## src/rtl/itf_pkg.sv

```systemverilog
// ----------------------------------------------------------------------------
// itf_pkg
// Shared types, widths and constants of the IMU complementary tilt filter.
// ----------------------------------------------------------------------------
package itf_pkg;

  localparam int IN_W      = 16;
  localparam int DT_W      = 20;
  localparam int SCALE_W   = 16;
  localparam int ALPHA_W   = 17;
  localparam int ANG_W     = 17;
  localparam int RATE_W    = 19;
  localparam int P_W       = 33;
  localparam int PMAG_W    = 32;
  localparam int SUMSQ_W   = 32;
  localparam int PDT_W     = 52;
  localparam int NUM_W     = 52;
  localparam int QUOT_W    = 26;
  localparam int GA_W      = 28;
  localparam int XY_W      = 27;
  localparam int Z_W       = 25;
  localparam int RAD_W     = 48;
  localparam int ATAN_W    = 22;
  localparam int ATAN_IDX_W = 5;
  localparam int M_W       = 46;
  localparam int MIX_W     = 47;
  localparam int CFG_IDX_W = 2;
  localparam int IN_DATA_W = 120;
  localparam int OUT_DATA_W = 96;

  localparam int unsigned DT_DEN   = 256000000;
  localparam int unsigned DT_HALF  = 128000000;
  // DT_DEN = DT_ODD * 2^DT_PRE_SH; the odd part goes by reciprocal multiply
  localparam int DT_PRE_SH   = 14;
  localparam int DT_ODD      = 15625;
  localparam int DT_RECIP_SH = 51;
  localparam int DT_RECIP_W  = 38;
  localparam logic [DT_RECIP_W-1:0] DT_RECIP =
      DT_RECIP_W'(((64'd1 << DT_RECIP_SH) + 64'(DT_ODD - 1)) / 64'(DT_ODD));
  localparam int ANG_LIMIT  = 46080;
  localparam int QUARTER    = 23040;
  localparam int RATE_MAX   = 262143;
  localparam int RATE_MIN   = -262144;
  localparam int ONE_Q16    = 65536;
  localparam int SCALE_RST  = 1998;
  localparam int ALPHA_RST  = 62915;

  localparam logic [CFG_IDX_W-1:0] REG_GYRO_SCALE  = 2'd0;
  localparam logic [CFG_IDX_W-1:0] REG_BLEND_ALPHA = 2'd1;

  typedef struct packed {
    logic load;
    logic mul1;
    logic mul2;
    logic start;
    logic bl1;
    logic bl2;
    logic bl3;
    logic bl4;
  } itf_cmd_t;

  typedef struct packed {
    logic units_done;
    logic out_free;
  } itf_sts_t;

  // atan(2^-i) in 1/65536 degree
  function automatic logic [ATAN_W-1:0] atan_lut(input logic [ATAN_IDX_W-1:0] idx);
    logic [ATAN_W-1:0] v;
    begin
      case (idx)
        5'd0:  v = 22'd2949120;
        5'd1:  v = 22'd1740967;
        5'd2:  v = 22'd919879;
        5'd3:  v = 22'd466945;
        5'd4:  v = 22'd234379;
        5'd5:  v = 22'd117304;
        5'd6:  v = 22'd58666;
        5'd7:  v = 22'd29335;
        5'd8:  v = 22'd14668;
        5'd9:  v = 22'd7334;
        5'd10: v = 22'd3667;
        5'd11: v = 22'd1833;
        5'd12: v = 22'd917;
        5'd13: v = 22'd458;
        5'd14: v = 22'd229;
        5'd15: v = 22'd115;
        5'd16: v = 22'd57;
        5'd17: v = 22'd29;
        5'd18: v = 22'd14;
        5'd19: v = 22'd7;
        5'd20: v = 22'd4;
        5'd21: v = 22'd2;
        5'd22: v = 22'd1;
        default: v = '0;
      endcase
      atan_lut = v;
    end
  endfunction

  // round(p / 256) half away from zero, optional negate, saturate
  function automatic logic signed [RATE_W-1:0] rate_out(input logic signed [P_W-1:0] p,
                                                         input logic neg);
    logic [P_W-1:0] mag;
    logic [P_W-1:0] q;
    logic signed [P_W:0] v;
    begin
      mag = p[P_W-1] ? P_W'(-p) : P_W'(p);
      q   = (mag + P_W'(128)) >> 8;
      v   = (p[P_W-1] ^ neg) ? -$signed({1'b0, q}) : $signed({1'b0, q});
      if (v > (P_W+1)'(RATE_MAX)) begin
        rate_out = RATE_W'(RATE_MAX);
      end else if (v < (P_W+1)'(RATE_MIN)) begin
        rate_out = RATE_W'(RATE_MIN);
      end else begin
        rate_out = RATE_W'(v);
      end
    end
  endfunction

endpackage

```

## src/rtl/itf_ctrl.sv

```systemverilog
// ----------------------------------------------------------------------------
// itf_ctrl
// Sequencer: products, unit launch, wait, blend steps and result write.
// ----------------------------------------------------------------------------
module itf_ctrl (
  input  logic               clk,
  input  logic               rst_n,
  input  logic               in_tvalid,
  output logic               in_tready,
  input  itf_pkg::itf_sts_t  sts,
  output itf_pkg::itf_cmd_t  cmd
);

  typedef enum logic [3:0] {
    S_IDLE, S_MUL1, S_MUL2, S_START, S_WAIT, S_BL1, S_BL2, S_BL3, S_BL4
  } state_t;

  state_t state_r;
  state_t state_nxt;
  logic   ready_r;

  always_comb begin
    state_nxt = state_r;
    case (state_r)
      S_IDLE:  if (in_tvalid) state_nxt = S_MUL1;
      S_MUL1:  state_nxt = S_MUL2;
      S_MUL2:  state_nxt = S_START;
      S_START: state_nxt = S_WAIT;
      S_WAIT:  if (sts.units_done) state_nxt = S_BL1;
      S_BL1:   state_nxt = S_BL2;
      S_BL2:   state_nxt = S_BL3;
      S_BL3:   if (sts.out_free) state_nxt = S_BL4;
      S_BL4:   state_nxt = S_IDLE;
      default: state_nxt = S_IDLE;
    endcase
  end

  always_ff @(posedge clk) begin
    if (!rst_n) begin
      state_r <= S_IDLE;
      ready_r <= 1'b1;
    end else begin
      state_r <= state_nxt;
      ready_r <= (state_nxt == S_IDLE);
    end
  end

  assign in_tready = ready_r;
  assign cmd.load  = ready_r && in_tvalid;
  assign cmd.mul1  = (state_r == S_MUL1);
  assign cmd.mul2  = (state_r == S_MUL2);
  assign cmd.start = (state_r == S_START);
  assign cmd.bl1   = (state_r == S_BL1);
  assign cmd.bl2   = (state_r == S_BL2);
  assign cmd.bl3   = (state_r == S_BL3);
  assign cmd.bl4   = (state_r == S_BL4);

endmodule

```

## config.mk

```make
export PLATFORM = sky130hd
export DESIGN_NAME = itf_ctrl
export DESIGN_NICKNAME = d
export VERILOG_FILES = /design/src/rtl/itf_pkg.sv /design/src/rtl/itf_ctrl.sv
export SDC_FILE = /design/constraint.sdc
export NUM_CORES = 1
export LEC_CHECK = 0
export ABC_AREA = 0
export BUFFER_PORTS_ARGS = -buffer_cell sky130_fd_sc_hd__buf_4
export CORE_AREA = 2 2 39 41
export CTS_CLUSTER_DIAMETER = 50
export CTS_CLUSTER_SIZE = 14
export DETAILED_ROUTE_END_ITERATION = 8
export DIE_AREA = 0 0 41 43
export GPL_TIMING_DRIVEN = 1
export PLACE_DENSITY = 0.46
export SYNTH_ARGS = -nofsm -noshare
export SYNTH_HDL_FRONTEND = slang
export SYNTH_SLANG_ARGS = --single-unit
```

## constraint.sdc

```tcl
create_clock -name clk -period 1.05 [get_ports clk]
set_input_delay 0.1575 -clock clk [delete_from_list [all_inputs] [get_ports clk]]
set_output_delay 0.1575 -clock clk [all_outputs]
set_load 0.05 [all_outputs]
```

# == After elaboration in Yosys (flattened, before gate mapping) ==
# Index checks and enable logic that the tools add are counted.
# word_totals
register_bits,5
input_bits,5
word_cells,17
# classes
eq_ne,8
mux,4
reduce_logical,3
# op_table
operator,count
$pmux 4 s8,1
$eq 4x3->1 const B,4
$mux 4,3
$eq 4x2->1 const B,2
$logic_not 4->1,2
$eq 4x1->1 const B,1
$eq 4x4->1 const B,1
$logic_and 1x1->1,1

# == Longest topological paths before layout ==
# logic_depth
ltp_word,3
ltp_mapped,4
depth_no_buf,3

# == Worst setup path after synthesis ==
# No wires, ideal clock.
# synth_timing
path_type,flip-flop to output port
start,register state_r[1]
end,output cmd[0] (netlist name)
t_arrival_ns,2.101
t_required_ns,0.892
setup_slack_ns,-1.208
stages_incl_launch_ff,3
cell_sequence,dfxtp_1 buf_2 nor4b_1
# synth_rtl
item,line_no,source
"start, declared",itf_ctrl.sv:18,state_t state_r;
"start signal, assigned",itf_ctrl.sv:43,state_r <= state_nxt;
"end, declared",itf_ctrl.sv:11,output itf_pkg::itf_cmd_t cmd

==> Flow_metrics.wiki <==
{| class="wikitable"
! Metric !! Value
|-
| Total wirelength of the detailed-routed design || 838 microns
|-
| Overall global routing resource usage || 12.7%
|-
| Num Clock Sinks || 5
|-
| FF-to-FF path depth || 4
|-
| Register-to-register setup slack || -0.01 ns
|-
| Core occupancy in the finished layout || 48.4%
|-
| DRC violation count after routing || 0
|-
| Layout Cell Area excl Fill || 669 sq um
|-
| Number of buffers created by CTS || 3
|-
| Worst slew margin relative to its limit || 84.7%
|-
| Reported leakage power || 0.274 nW
|-
| Cell area after placement || 533 sq um
|-
| Largest net degree at the start of global routing || 7
|-
| Final worst clock skew || 0.000911 ns
|-
| Maxcap violations || 0
|-
| Ordered cell list for the critical path || nand2b_4 > nor3_4 > buf_6
|-
| Die area || 1760 sq um
|-
| Number of warnings printed during yosys synthesis || 0
|-
| Total grt overflow || 0
|-
| Port bufs || 13
|-
| Hold Path Origin || in_tvalid
|-
| Setup WS pre-CTS || -0.0947 ns
|-
| Largest stage delay, worst path || 0.38 ns
|-
| Starting utilization of the core area || 20.3%
|-
| Synth-to-layout area growth || 138%
|-
| Netlist area before placement || 282 sq um
|-
| # rows || 14
|-
| Peak VDD IR || 0.689 mV
|-
| Setup repair after global routing missed its margin || true
|-
| Core Box Area || 1380 sq um
|-
| Crit Reg-Reg Endpoint || state_r[0]$_SDFF_PN0_
|-
| Length of routed met2 wiring || 430 microns
|-
| Horizontal die dimension || 41 microns
|-
| Number of buffers and inverters on the critical path || 1
|-
| Antenna violations before repair || 0
|-
| Ratio of total power to cell area || 1090 nW/um^2
|-
| Filler cell count || 130
|-
| Slew at the pin closest to its max-slew limit || 0.227 ns
|-
| Register Area || 114 sq um
|-
| Share of the cycle needed by the critical path after routing || 123%
|-
| Achievable clock frequency || 0.771 GHz
|-
| Endpoint type of the worst setup path || output pin
|-
| Synthesized instance count || 34
|-
| Clock insertion delay at the later pin of the skew report || 0.24 ns
|-
| Max Root-Sink Buffers || 2
|-
| Initial detailed-routing violation count || 4
|-
| Post-synthesis sequential area ratio || 35.6%
|-
| Final antenna-violating net count || 0
|-
| Setup slack of the critical path after layout || -0.247 ns
|-
| Final hold violation count || 0
|-
| Wire length of the first global-routing pass || 1.48 mm
|-
| Hold depth || 2
|-
| TritonCTS clock tree || yes
|-
| CTS clk-pin slew, worst paths || 0.04 ns
|-
| Number of library cell types mapped by synthesis || 21
|-
| Final antenna diode count || 0
|-
| Wire length per cell after detailed routing || 11.5 microns
|-
| Net count reported at finish || 63
|-
| Avg Inst Size Synth || 8.28 sq um
|-
| Min Tclk post-route || 1.30 ns
|-
| I/O pin cnt || 14
|-
| Arrival time at the worst endpoint || 1.14 ns
|-
| Worst EP required || 0.89 ns
|-
| Path class of the lowest-slack min-delay path || input pin to register
|-
| Routed length on met3 || 71 microns
|-
| Layout cells sized above 1 || 78.9%
|-
| HPWL after detailed placement || 647 microns
|-
| Sort of element at the start of the critical path || register
|-
| End of the worst hold path || in_tready$_SDFF_PN1_
|-
| Register bit count reported by yosys || 5
|-
| Slowest library cell on the worst path || sky130_fd_sc_hd__dfxtp_4
|-
| Root cell of the clock tree || sky130_fd_sc_hd__clkbuf_4
|-
| Reg-to-Reg Start || state_r[2]$_SDFF_PN0_
|-
| Placer Congestion || 0.778
|-
| Post-layout total power || 0.727 mW
|-
| CP Max Fanout || 6
|-
| Detailed-router iteration count before antenna repair || 2
|-
| Area of the multi-input gates || 268 sq um
|-
| Floorplan die height || 43 microns
|-
| Via Count || 338
|-
| Uppermost metal layer occupied by signal nets || met4
|-
| Vias in the first global route || 372
|-
| Synthesized netlist net count || 39
|-
| Outcome || complete, but fails checks
|-
| Depth of the CTS H-tree || 1
|-
| Critical Setup Path Class || register to output pin
|-
| Family with the most delay on the worst path || flip-flops
|-
| Failing checks || setup timing
|-
| Sum of routed wire segments on met1 || 316 microns
|-
| Final Setup Violations || 8
|-
| Count of pins over their slew limit || 0
|-
| Detailed-route vias per instance || 4.63
|}
## timing repair
| action | in CTS | in global routing |
|---|---|---|
| setup endpoints to repair | 10 | 11 |
| gates resized for setup | 19 | 6 |
| hold buffers | 0 | 0 |
| pin swaps | 5 | 1 |
| buffers inserted | 4 | 0 |
| hold endpoints to repair | 0 | 0 |
| cloned | 0 | 0 |
## layout by cell type (no fill, tap or decap), drive strengths merged
| cell type | count |
|---|---|
| mux2i | 1 |
| o41ai | 1 |
| inv | 1 |
| clkbuf | 4 |
| nor2 | 4 |
| and3 | 1 |
| nand2b | 4 |
| dfxtp | 5 |
| and2 | 2 |
| nor4b | 1 |
| buf | 22 |
| and3b | 1 |
| nand2 | 1 |
| o21ai | 1 |
| nand4 | 1 |
| a21oi | 2 |
| and2b | 1 |
| nor3 | 3 |
| o221ai | 1 |
## how the worst max path moves through the flow
stage                           from  slack, ns               endpoint  cells past startpoint
2_1_floorplan  state_r[2]$_SDFF_PN0_      -0.21                 cmd[0]                      2
3_3_place_gp   state_r[2]$_SDFF_PN0_      -0.07  state_r[0]$_SDFF_PN0_                      3
3_5_place_dp   state_r[2]$_SDFF_PN0_      -0.09                 cmd[1]                      3
4_1_cts        state_r[0]$_SDFF_PN0_      -0.26                 cmd[5]                      3
5_1_grt        state_r[0]$_SDFF_PN0_      -0.32                 cmd[5]                      3
6_report       state_r[0]$_SDFF_PN0_      -0.25                 cmd[5]                      3
## metrics by stage
stage                     hold slack (ns)  std cells  TNS [ns]
after floorplan                     0.239         34    -0.730
after global placement              0.361         66    -0.311
after detailed placement            0.359         66    -0.466
after CTS                           0.116         73     -1.35
after global routing                0.114         73     -1.73
final                               0.122         73     -1.24
## state kept, by name, indices dropped and copies added (netlist names)
signal	flops
state_r	4
in_tready	1
## cells in the mapped netlist (all sizes together)
cell type	number	area share, %
dfxtp	5	36
nand2b	4	9.8
nor2	4	6.2
buf	3	7.6
nor3	3	5.3
a21oi	2	3.6
and2	2	4.4
and2b	1	2.7
and3	1	2.2
and3b	1	3.1
inv	1	1.3
mux2i	1	3.6
nand2	1	1.3
nand4	1	2.2
nor4b	1	3.1
o21ai	1	1.8
o221ai	1	3.1
o41ai	1	3.1
## power breakdown
| part | switching, mW | leakage (nW) | internal [mW] | total [mW] |
|---|---|---|---|---|
| sequential | 0.0328 | 0.0435 | 0.206 | 0.239 |
| clock | 0.0779 | 0.0150 | 0.144 | 0.222 |
| combinational | 0.138 | 0.215 | 0.128 | 0.266 |
| total | 0.249 | 0.274 | 0.478 | 0.727 |
## routing by layer
metal / track usage [%] / vias up
li1: - / 166
met1: 14.3 / 157
met2: 18.4 / 13
met3: 6.81 / 2
met4: 6.67 / 0
met5: 0 / -
## logic make-up (layout without fill, tap and decap cells)
family                 after synthesis  count (layout)  synth area share, %
AOI/OAI and AO/OA                    5               5                 11.6
muxes                                1               1                 3.56
buffers and inverters                4              27                 8.89
DFF                                  5               5                 35.6
and+or+nand+nor                     19              19                 40.4
## layout make-up
| class | count | area share [%] |
|---|---|---|
| inverters | 1 | 0.561 |
| repair buffers | 22 | 35.5 |
| multi-input cells | 25 | 40.0 |
| flip-flops and latches | 5 | 17.0 |
| well taps | 16 | 2.99 |
| clock buffers | 4 | 3.93 |
## worst reg2reg max path: stages (launching register included)
cell and delay (ns):
sky130_fd_sc_hd__dfxtp_4 0.39, sky130_fd_sc_hd__buf_6 0.11, sky130_fd_sc_hd__mux2i_1 0.18, sky130_fd_sc_hd__o221ai_1 0.12, sky130_fd_sc_hd__and2_1 0.15
No activity file was read; power rests on OpenSTA's default activity.
